$ cat src/hw/rtl/postfix_expression_evaluator_top_assert.svh
// Assertion macros shared by the evaluator RTL.
`ifndef POSTFIX_EXPRESSION_EVALUATOR_TOP_ASSERT_SVH
`define POSTFIX_EXPRESSION_EVALUATOR_TOP_ASSERT_SVH

// Consequent must hold in the same cycle as the antecedent.
`define PEE_ASSERT_NOW(label, clk, rstn, ante, cons) \
    label: assert property (@(posedge clk) disable iff (!(rstn)) (ante) |-> (cons)) \
        else $error("evaluator assertion failed");

// Consequent must hold in the cycle after the antecedent.
`define PEE_ASSERT_NEXT(label, clk, rstn, ante, cons) \
    label: assert property (@(posedge clk) disable iff (!(rstn)) (ante) |=> (cons)) \
        else $error("evaluator assertion failed");

`endif

$ cat src/hw/rtl/pee_pkg.sv
`timescale 1ns / 1ps

package pee_pkg;

    localparam int STACK_DEPTH = 32;
    localparam int MAX_DIGITS  = 9;
    localparam int DATA_W      = 32;
    localparam int ACC_W       = 30;
    localparam int DIG_W       = 4;
    localparam int SP_W        = $clog2(STACK_DEPTH + 1);
    localparam int ADDR_W      = $clog2(STACK_DEPTH);
    localparam int DIV_CNT_W   = $clog2(DATA_W);
    localparam int PC_W        = 5;

    localparam logic [DATA_W-1:0] INT_MAX = {1'b0, {(DATA_W-1){1'b1}}};

    localparam logic [7:0] CH_ZERO  = 8'h30;
    localparam logic [7:0] CH_NINE  = 8'h39;
    localparam logic [7:0] CH_PLUS  = 8'h2B;
    localparam logic [7:0] CH_MINUS = 8'h2D;
    localparam logic [7:0] CH_STAR  = 8'h2A;
    localparam logic [7:0] CH_SLASH = 8'h2F;

    localparam logic [1:0] ERR_NONE     = 2'd0;
    localparam logic [1:0] ERR_DIV_ZERO = 2'd1;
    localparam logic [1:0] ERR_STACK    = 2'd2;
    localparam logic [1:0] ERR_TOO_LONG = 2'd3;

    // Program step addresses.
    localparam logic [PC_W-1:0] STEP_WAIT     = 5'd0;
    localparam logic [PC_W-1:0] STEP_DISPATCH = 5'd1;
    localparam logic [PC_W-1:0] STEP_CLOSE    = 5'd2;
    localparam logic [PC_W-1:0] STEP_OP_CHECK = 5'd3;
    localparam logic [PC_W-1:0] STEP_SP_CHECK = 5'd4;
    localparam logic [PC_W-1:0] STEP_READ_A   = 5'd5;
    localparam logic [PC_W-1:0] STEP_READ_B   = 5'd6;
    localparam logic [PC_W-1:0] STEP_LATCH_B  = 5'd7;
    localparam logic [PC_W-1:0] STEP_Z_CHECK  = 5'd8;
    localparam logic [PC_W-1:0] STEP_DIV_GO   = 5'd9;
    localparam logic [PC_W-1:0] STEP_DIV_WAIT = 5'd10;
    localparam logic [PC_W-1:0] STEP_DIV_PUSH = 5'd11;
    localparam logic [PC_W-1:0] STEP_ALU      = 5'd12;
    localparam logic [PC_W-1:0] STEP_DIV_ZERO = 5'd13;
    localparam logic [PC_W-1:0] STEP_OP_ERR   = 5'd14;
    localparam logic [PC_W-1:0] STEP_FINISH   = 5'd15;
    localparam logic [PC_W-1:0] STEP_F_CLOSE  = 5'd16;
    localparam logic [PC_W-1:0] STEP_F_READ   = 5'd17;
    localparam logic [PC_W-1:0] STEP_EMIT     = 5'd18;
    localparam logic [PC_W-1:0] STEP_RETRY    = 5'd19;
    localparam logic [PC_W-1:0] STEP_DIGIT    = 5'd20;

    typedef enum logic [3:0] {
        UOP_NONE,
        UOP_WAIT,
        UOP_CLOSE,
        UOP_READ_A,
        UOP_READ_B,
        UOP_LATCH_B,
        UOP_DIV_START,
        UOP_PUSH_DIV,
        UOP_PUSH_ALU,
        UOP_PUSH_DZ,
        UOP_ERR_STACK,
        UOP_READ_BOTTOM,
        UOP_EMIT,
        UOP_DIGIT
    } uop_t;

    typedef enum logic [3:0] {
        COND_ALWAYS,
        COND_NEVER,
        COND_NO_ACCEPT,
        COND_DIGIT,
        COND_NOT_OP,
        COND_SP_LT2,
        COND_NOT_DIV,
        COND_A_ZERO,
        COND_DIV_BUSY,
        COND_NOT_LAST,
        COND_OUT_FREE
    } cond_t;

    typedef struct packed {
        uop_t            uop;
        cond_t           cond;
        logic [PC_W-1:0] target;
    } ctrl_word_t;

    // Control store: taken jumps go to target, otherwise to the next step.
    function automatic ctrl_word_t ucode(input logic [PC_W-1:0] pc);
        ctrl_word_t cw;
        cw = '{uop: UOP_NONE, cond: COND_ALWAYS, target: STEP_WAIT};
        unique case (pc)
            STEP_WAIT:     cw = '{UOP_WAIT,        COND_NO_ACCEPT, STEP_WAIT};
            STEP_DISPATCH: cw = '{UOP_NONE,        COND_DIGIT,     STEP_DIGIT};
            STEP_CLOSE:    cw = '{UOP_CLOSE,       COND_NEVER,     STEP_WAIT};
            STEP_OP_CHECK: cw = '{UOP_NONE,        COND_NOT_OP,    STEP_FINISH};
            STEP_SP_CHECK: cw = '{UOP_NONE,        COND_SP_LT2,    STEP_OP_ERR};
            STEP_READ_A:   cw = '{UOP_READ_A,      COND_NEVER,     STEP_WAIT};
            STEP_READ_B:   cw = '{UOP_READ_B,      COND_NEVER,     STEP_WAIT};
            STEP_LATCH_B:  cw = '{UOP_LATCH_B,     COND_NOT_DIV,   STEP_ALU};
            STEP_Z_CHECK:  cw = '{UOP_NONE,        COND_A_ZERO,    STEP_DIV_ZERO};
            STEP_DIV_GO:   cw = '{UOP_DIV_START,   COND_NEVER,     STEP_WAIT};
            STEP_DIV_WAIT: cw = '{UOP_NONE,        COND_DIV_BUSY,  STEP_DIV_WAIT};
            STEP_DIV_PUSH: cw = '{UOP_PUSH_DIV,    COND_ALWAYS,    STEP_FINISH};
            STEP_ALU:      cw = '{UOP_PUSH_ALU,    COND_ALWAYS,    STEP_FINISH};
            STEP_DIV_ZERO: cw = '{UOP_PUSH_DZ,     COND_ALWAYS,    STEP_FINISH};
            STEP_OP_ERR:   cw = '{UOP_ERR_STACK,   COND_NEVER,     STEP_WAIT};
            STEP_FINISH:   cw = '{UOP_NONE,        COND_NOT_LAST,  STEP_WAIT};
            STEP_F_CLOSE:  cw = '{UOP_CLOSE,       COND_NEVER,     STEP_WAIT};
            STEP_F_READ:   cw = '{UOP_READ_BOTTOM, COND_NEVER,     STEP_WAIT};
            STEP_EMIT:     cw = '{UOP_EMIT,        COND_OUT_FREE,  STEP_WAIT};
            STEP_RETRY:    cw = '{UOP_NONE,        COND_ALWAYS,    STEP_EMIT};
            STEP_DIGIT:    cw = '{UOP_DIGIT,       COND_ALWAYS,    STEP_FINISH};
            default:       cw = '{UOP_NONE,        COND_ALWAYS,    STEP_WAIT};
        endcase
        return cw;
    endfunction

endpackage

$ cat src/hw/rtl/postfix_expression_evaluator_top.sv
`timescale 1ns / 1ps

// Postfix evaluator: one ASCII character per item, the final character flagged by
// s_is_last, one result item (value and error code) per expression. A small control
// program steps a stack datapath; the stack is a 32-entry RAM with a registered read
// port. Each character runs a short sequence of program steps; / also waits for the
// 32 iterations of the bit-serial divider. The final character adds steps for the
// closing push, the bottom-of-stack read and the result write; the result register
// frees the input side while a result waits.
module postfix_expression_evaluator_top (
    input  logic                        aclk,
    input  logic                        aresetn,
    input  logic                        s_valid,
    output logic                        s_ready,
    input  logic [7:0]                  s_char_code,
    input  logic                        s_is_last,
    output logic                        m_valid,
    input  logic                        m_ready,
    output logic [pee_pkg::DATA_W-1:0]  m_value,
    output logic [1:0]                  m_error_code
);
    import pee_pkg::*;

    `include "postfix_expression_evaluator_top_assert.svh"

    // Sequencer
    logic [PC_W-1:0]   pc_reg, pc_next;
    ctrl_word_t        cw;
    logic              jump;

    // Datapath
    logic [DATA_W-1:0] stack_mem [STACK_DEPTH];
    logic [DATA_W-1:0] rd_data_reg;
    logic [ADDR_W-1:0] rd_addr;
    logic [SP_W-1:0]   sp_reg, sp_next;
    logic [ACC_W-1:0]  acc_reg, acc_next;
    logic [DIG_W-1:0]  dig_reg, dig_next;
    logic [1:0]        err_reg, err_next;
    logic [7:0]        ch_reg;
    logic              last_reg;
    logic [DATA_W-1:0] a_reg, b_reg;

    logic              push_req, push_ok;
    logic [DATA_W-1:0] push_data;
    logic              raise_en;
    logic [1:0]        raise_code;

    logic              is_digit, is_op, is_div;
    logic              accept;
    logic              out_free;
    logic [DATA_W-1:0] alu_result;

    // Divider
    logic                 div_busy_reg;
    logic [DIV_CNT_W-1:0] div_cnt_reg;
    logic [DATA_W-1:0]    div_rem_reg, div_quo_reg, div_den_reg;
    logic                 div_neg_reg;
    logic [DATA_W:0]      div_shift, div_trial;
    logic [DATA_W-1:0]    div_result;

    // Output register
    logic              m_valid_reg;
    logic [DATA_W-1:0] m_value_reg;
    logic [1:0]        m_error_code_reg;
    logic [1:0]        final_err;

    assign cw       = ucode(pc_reg);
    assign s_ready  = (cw.uop == UOP_WAIT);
    assign accept   = s_valid && s_ready;
    assign out_free = !m_valid_reg || m_ready;

    assign is_digit = (ch_reg >= CH_ZERO) && (ch_reg <= CH_NINE);
    assign is_div   = (ch_reg == CH_SLASH);
    assign is_op    = (ch_reg == CH_PLUS) || (ch_reg == CH_MINUS) ||
                      (ch_reg == CH_STAR) || is_div;

    always_comb begin
        unique case (cw.cond)
            COND_ALWAYS:    jump = 1'b1;
            COND_NEVER:     jump = 1'b0;
            COND_NO_ACCEPT: jump = !accept;
            COND_DIGIT:     jump = is_digit;
            COND_NOT_OP:    jump = !is_op;
            COND_SP_LT2:    jump = (sp_reg < SP_W'(2));
            COND_NOT_DIV:   jump = !is_div;
            COND_A_ZERO:    jump = (a_reg == '0);
            COND_DIV_BUSY:  jump = div_busy_reg;
            COND_NOT_LAST:  jump = !last_reg;
            COND_OUT_FREE:  jump = out_free;
            default:        jump = 1'b0;
        endcase
        pc_next = jump ? cw.target : pc_reg + PC_W'(1);
    end

    always_comb begin
        case (ch_reg)
            CH_PLUS:  alu_result = b_reg + a_reg;
            CH_MINUS: alu_result = b_reg - a_reg;
            default:  alu_result = b_reg * a_reg;
        endcase
    end

    assign div_result = div_neg_reg ? (~div_quo_reg + DATA_W'(1)) : div_quo_reg;
    assign div_shift  = {div_rem_reg, div_quo_reg[DATA_W-1]};
    assign div_trial  = div_shift - {1'b0, div_den_reg};

    // Pushes and error raises requested by the current step.
    always_comb begin
        push_req   = 1'b0;
        push_data  = '0;
        raise_en   = 1'b0;
        raise_code = ERR_NONE;
        unique case (cw.uop)
            UOP_CLOSE: begin
                push_req  = (dig_reg != '0);
                push_data = DATA_W'(acc_reg);
            end
            UOP_PUSH_DIV: begin
                push_req  = 1'b1;
                push_data = div_result;
            end
            UOP_PUSH_ALU: begin
                push_req  = 1'b1;
                push_data = alu_result;
            end
            UOP_PUSH_DZ: begin
                push_req   = 1'b1;
                raise_en   = 1'b1;
                raise_code = ERR_DIV_ZERO;
            end
            UOP_ERR_STACK: begin
                raise_en   = 1'b1;
                raise_code = ERR_STACK;
            end
            UOP_DIGIT: begin
                raise_en   = (dig_reg >= DIG_W'(MAX_DIGITS));
                raise_code = ERR_TOO_LONG;
            end
            default: begin
            end
        endcase
        push_ok = push_req && (sp_reg < SP_W'(STACK_DEPTH));
        // A full stack drops the value; that is the only push that can fail.
        if (push_req && !push_ok) begin
            raise_en   = 1'b1;
            raise_code = ERR_STACK;
        end
    end

    always_comb begin
        unique case (cw.uop)
            UOP_READ_A: rd_addr = ADDR_W'(sp_reg - SP_W'(1));
            UOP_READ_B: rd_addr = ADDR_W'(sp_reg - SP_W'(2));
            default:    rd_addr = '0;
        endcase
    end

    assign final_err = (err_reg != ERR_NONE) ? err_reg :
                       ((sp_reg != SP_W'(1)) ? ERR_STACK : ERR_NONE);

    always_comb begin
        sp_next  = sp_reg;
        acc_next = acc_reg;
        dig_next = dig_reg;
        err_next = err_reg;
        if (raise_en && (err_reg == ERR_NONE)) begin
            err_next = raise_code;
        end
        if (push_ok) begin
            sp_next = sp_reg + SP_W'(1);
        end
        if (cw.uop == UOP_CLOSE) begin
            acc_next = '0;
            dig_next = '0;
        end
        if (cw.uop == UOP_LATCH_B) begin
            sp_next = sp_reg - SP_W'(2);
        end
        if ((cw.uop == UOP_DIGIT) && (dig_reg < DIG_W'(MAX_DIGITS))) begin
            acc_next = (acc_reg << 3) + (acc_reg << 1) + ACC_W'(ch_reg[3:0]);
            dig_next = dig_reg + DIG_W'(1);
        end
        if ((cw.uop == UOP_EMIT) && out_free) begin
            sp_next  = '0;
            acc_next = '0;
            dig_next = '0;
            err_next = ERR_NONE;
        end
    end

    always_ff @(posedge aclk) begin
        if (push_ok) begin
            stack_mem[sp_reg[ADDR_W-1:0]] <= push_data;
        end
        rd_data_reg <= stack_mem[rd_addr];
    end

    always_ff @(posedge aclk) begin
        if (!aresetn) begin
            pc_reg  <= STEP_WAIT;
            sp_reg  <= '0;
            acc_reg <= '0;
            dig_reg <= '0;
            err_reg <= ERR_NONE;
        end else begin
            pc_reg  <= pc_next;
            sp_reg  <= sp_next;
            acc_reg <= acc_next;
            dig_reg <= dig_next;
            err_reg <= err_next;
        end
    end

    always_ff @(posedge aclk) begin
        if (accept) begin
            ch_reg   <= s_char_code;
            last_reg <= s_is_last;
        end
        if (cw.uop == UOP_READ_B) begin
            a_reg <= rd_data_reg;
        end
        if (cw.uop == UOP_LATCH_B) begin
            b_reg <= rd_data_reg;
        end
    end

    // Restoring divider on magnitudes, one quotient bit per cycle.
    always_ff @(posedge aclk) begin
        if (!aresetn) begin
            div_busy_reg <= 1'b0;
            div_cnt_reg  <= '0;
        end else if (cw.uop == UOP_DIV_START) begin
            div_busy_reg <= 1'b1;
            div_cnt_reg  <= '0;
        end else if (div_busy_reg) begin
            div_cnt_reg <= div_cnt_reg + DIV_CNT_W'(1);
            if (div_cnt_reg == DIV_CNT_W'(DATA_W - 1)) begin
                div_busy_reg <= 1'b0;
            end
        end
    end

    always_ff @(posedge aclk) begin
        if (cw.uop == UOP_DIV_START) begin
            div_rem_reg <= '0;
            div_quo_reg <= b_reg[DATA_W-1] ? (~b_reg + DATA_W'(1)) : b_reg;
            div_den_reg <= a_reg[DATA_W-1] ? (~a_reg + DATA_W'(1)) : a_reg;
            div_neg_reg <= a_reg[DATA_W-1] ^ b_reg[DATA_W-1];
        end else if (div_busy_reg) begin
            if (!div_trial[DATA_W]) begin
                div_rem_reg <= div_trial[DATA_W-1:0];
                div_quo_reg <= {div_quo_reg[DATA_W-2:0], 1'b1};
            end else begin
                div_rem_reg <= div_shift[DATA_W-1:0];
                div_quo_reg <= {div_quo_reg[DATA_W-2:0], 1'b0};
            end
        end
    end

    always_ff @(posedge aclk) begin
        if (!aresetn) begin
            m_valid_reg <= 1'b0;
        end else if ((cw.uop == UOP_EMIT) && out_free) begin
            m_valid_reg <= 1'b1;
        end else if (m_ready) begin
            m_valid_reg <= 1'b0;
        end
    end

    always_ff @(posedge aclk) begin
        if ((cw.uop == UOP_EMIT) && out_free) begin
            m_error_code_reg <= final_err;
            m_value_reg      <= (final_err != ERR_NONE) ? INT_MAX : rd_data_reg;
        end
    end

    assign m_valid      = m_valid_reg;
    assign m_value      = m_value_reg;
    assign m_error_code = m_error_code_reg;

    `PEE_ASSERT_NOW(a_sp_in_range, aclk, aresetn, 1'b1, sp_reg <= SP_W'(STACK_DEPTH))
    `PEE_ASSERT_NOW(a_ready_div_idle, aclk, aresetn, s_ready, !div_busy_reg)
    `PEE_ASSERT_NEXT(a_accept_dispatch, aclk, aresetn, accept, pc_reg == STEP_DISPATCH)
    `PEE_ASSERT_NOW(a_result_from_emit, aclk, aresetn, $rose(m_valid_reg), $past(pc_reg) == STEP_EMIT)
    `PEE_ASSERT_NOW(a_error_value, aclk, aresetn, m_valid_reg && (m_error_code_reg != ERR_NONE), m_value_reg == INT_MAX)

endmodule
$ cat config.mk
export PLATFORM = sky130hd
export DESIGN_NAME = postfix_expression_evaluator_top
export DESIGN_NICKNAME = d
export VERILOG_FILES = /design/src/hw/rtl/pee_pkg.sv /design/src/hw/rtl/postfix_expression_evaluator_top.sv
export VERILOG_INCLUDE_DIRS = /design/src /design/src/hw/rtl
export SDC_FILE = /design/constraint.sdc
export NUM_CORES = 2
export LEC_CHECK = 0
export BUFFER_PORTS_ARGS = -buffer_cell sky130_fd_sc_hd__clkbuf_2
export CAP_MARGIN = 20
export CORE_ASPECT_RATIO = 0.9
export CORE_UTILIZATION = 26
export DETAILED_ROUTE_END_ITERATION = 8
export MAX_ROUTING_LAYER = met4
export PLACE_DENSITY_LB_ADDON = 0.1
export SLEW_MARGIN = 20
export SYNTH_ARGS = -nofsm -noshare
export SYNTH_HDL_FRONTEND = slang
export SYNTH_SLANG_ARGS = --single-unit
$ cat constraint.sdc
create_clock -name aclk -period 10.6 [get_ports aclk]
set_input_delay 1.59 -clock aclk [delete_from_list [all_inputs] [get_ports aclk]]
set_output_delay 1.59 -clock aclk [all_outputs]
set_load 0.01 [all_outputs]
==> flow_summary.yaml <==
yosys:
  synth_ff_type: "edfxtp_1"
  syn_nets: 7564
  synthArstFlopShare: 0
  synthCells: 6874
  yosysWarnings: 0
  ys_seq_area_frac: 0.513
  synth_edf_count: 1196
  ys_seq_elements: 1327
  synth_cell_type_count: 82
  syn_area_um2: 75200
  avgSynthCellArea_um2: 10.9
grt:
  grt_pass1_wl_um: 400000
  grt_use_total: 0.195
  antenna_found_initial: 14
  overflow: 0
  grt_start_max_net_pins: 150
  grt_pass1_vias: 52100
power:
  p_clk_frac: 0.192
  ir_drop_mv: 0.655
  leakage_nw: 32.3
  p_int_mw: 15.5
  sw_frac_of_total: 0.459
  comb_power_share: 0.584
  p_per_area_nw_per_um2: 333
  p_seq_frac: 0.223
  p_sw_mw: 13.1
floorplan:
  die_width_um: 569
  fp-row-count: 186
  io-pin-count: 49
  dieArea_um2: 291000
  initial_utilization: 0.262
  dieHeight_um: 512
  core_area_um2: 286000
sta:
  tns_ns: 0
  finalCritPeriodShare: 0.804
  worst_pin_slew_ns: 1.10
  drv_slew: 0
  slew_headroom: 0.266
  fin_crit_ns: 8.53
  max_freq_mhz: 117
  rsz0062_at_grt: "false"
  whs_ns: 0.465
  hold_violations: 0
  skew_ns: 0.108
  setup_viol: 0
run_status:
  status: "finished, final reports clean"
setup_path:
  crit_path_start_kind: "register"
  worst_ep_arrival_time_ns: 9.05
  critPathKind: "reg2reg"
  critPathMaxFanout: 32
  worstPathRequired_ns: 11.12
  worst_setup_path_end_kind: "register"
cells_and_area:
  largest_reg_flops: 1024
  final_area_um2: 85700
  drive_gt1_frac: 0.0839
  nets: 7532
  syn2layout_area_growth_pct: 14.0
  n_fill_cell: 29400
clock_network:
  clkTransAtPathRegs_ns: 0.06
  cts_resized: 0
  holdBufCountCts: 0
  cts.sinks: 1327
  tritoncts: "built"
  cts-htree-levels: 4
  clockBufferDepth: 4
  post_cts_buffers: 0
  root_buffer: "clkbuf_16"
  clk_latency_ns: 0.85
  numCtsBuffers: 168
place:
  gp_congestion: 0.843
  dp_hpwl_um: 172000
  dpl_cell_area_um2: 80600
  numPortBuffers: 48
route:
  via_per_inst: 4.82
  ant_nets: 0
  vias: 52200
  drc_errors: 0
  wl_um: 280000
  wl_per_cell_um: 25.8
  drt_pre_antenna_iters: 7
  drt-initial-drc-count: 4068
flow_run:
  maxCapViolations: 0
min_path:
  hold_path_class: "reg2reg"
==> cells in the mapped netlist, types with 19 or more instances <==
cell type,count,area (µm²)
or2_2,43,269
nor2_1,173,649
a21oi_1,160,801
and3_1,146,913
clkbuf_1,386,1450
a21o_1,48,360
mux2i_1,32,320
nand2_1,1487,5580
nor3_1,39,195
ha_1,265,3320
nor2b_1,19,119
dfxtp_1,131,2620
xor2_1,91,797
nand2b_1,35,219
nand3_1,413,2070
a311oi_1,196,1720
o311ai_0,35,307
and2_1,289,1810
fa_1,412,8250
o21a_1,22,165
or3_1,26,163
inv_1,486,1820
o31ai_1,63,473
buf_1,27,101
xnor2_1,192,1680
edfxtp_1,1196,35900
o21ai_0,188,941
a22oi_1,31,233
==> cells in the final DEF (no fill, tap or decap), types with 35 or more instances in the layout <==
cell type	synthesis	layout
xnor2_1	192	192
clkbuf_2	0	48
clkbuf_1	386	46
fa_1	412	412
nand2b_1	35	35
a311oi_1	196	196
a21o_1	48	48
nand3_1	413	412
dfxtp_1	131	130
nand2_1	1487	1486
xor2_1	91	91
a21oi_1	160	159
buf_4	0	162
nor3_1	39	38
nor2_1	173	139
inv_1	486	484
o31ai_1	63	62
o21ai_0	188	165
clkbuf_16	0	171
edfxtp_1	1196	1196
or2_2	43	43
and3_1	146	146
and2_1	289	289
ha_1	265	265
==> per-stage QoR <==
stage | utilization | cells | power [mW] | worst slack, ns
2_1_floorplan | - | 6874 | 16.9 | 2.08
3_3_place_gp | 0.281 | 10500 | 23.5 | 1.60
3_5_place_dp | 0.281 | 10500 | 23.4 | 2.06
4_1_cts | 0.299 | 10800 | 29.1 | 2.08
5_1_grt | 0.299 | 10800 | 30.6 | 1.72
6_report | 0.299 | 10800 | 28.6 | 2.07
==> kinds of logic (layout without fill, tap and decap cells) <==
| family | count (synthesis) | in the layout | share of synthesized area |
|---|---|---|---|
| multiplexers | 36 | 36 | 0.00486 |
| buffers and inverters | 909 | 1006 | 0.0456 |
| AND/OR/NAND/NOR | 2746 | 2746 | 0.167 |
| other | 0 | 5 | 0 |
| adder cells (fa/ha/maj) | 677 | 677 | 0.154 |
| XOR/XNOR | 283 | 283 | 0.0330 |
| AO/OA/AOI/OAI | 896 | 896 | 0.0828 |
| flip-flops | 1327 | 1327 | 0.513 |
==> critical path, cell delays in order (launching register included) <==
cell      delay (ns)
edfxtp_1        0.96
buf_4           0.34
and2_1          0.16
fa_1            0.43
fa_1            0.49
fa_1            0.53
inv_1           0.05
fa_1            0.47
inv_1           0.05
fa_1            0.48
fa_1            0.57
fa_1            0.43
fa_1            0.45
ha_1            0.40
a41oi_1         0.24
o21ai_0         0.11
a221o_1         0.35
a31oi_1         0.21
buf_4           0.24
o21ai_0         0.14
o31ai_1         0.36
a31o_2          0.75
==> path summary, 6_finish.rpt <==
check / startpoint / to / slack (ns) / cells past startpoint
worst max-delay path: a_reg[7] / stack_mem[3][28] / 2.07 / 21
worst min-delay path: rd_data_reg[28] / a_reg[28] / 0.46 / 0
worst max register to register: a_reg[7] / stack_mem[3][28] / 2.07 / 21
worst min register to register: rd_data_reg[28] / a_reg[28] / 0.46 / 0
==> per-layer routing <==
metal,global-route usage,share of wire,vias up
met4,0.0349,0.017,0
met3,0.0194,0.036,280
met1,0.268,0.47,27100
met5,-,0,-
met2,0.314,0.48,1021
li1,-,-,23800
==> final cells by class <==
class,count,area [µm²],area share
Tap cell,3854,4820,0.0562
Clock inverter,67,478,0.00558
Antenna cell,5,12.5,0.000146
Sequential cell,1327,38500,0.450
Inverter,486,1820,0.0213
Timing Repair Buffer,221,1680,0.0196
Clock buffer,232,4660,0.0543
Multi-Input combinational cell,4638,33700,0.393
==> power groups by stage <==
stage	combinational, mW	sequential, mW	clock [mW]
CTS	17.0	6.39	5.67
global route	18.3	6.40	5.86
finish	16.7	6.38	5.49
detailed placement	16.9	6.50	0
global placement	17.0	6.50	0
floorplan	10.7	6.20	0
(Power assumes the default switching activity.)
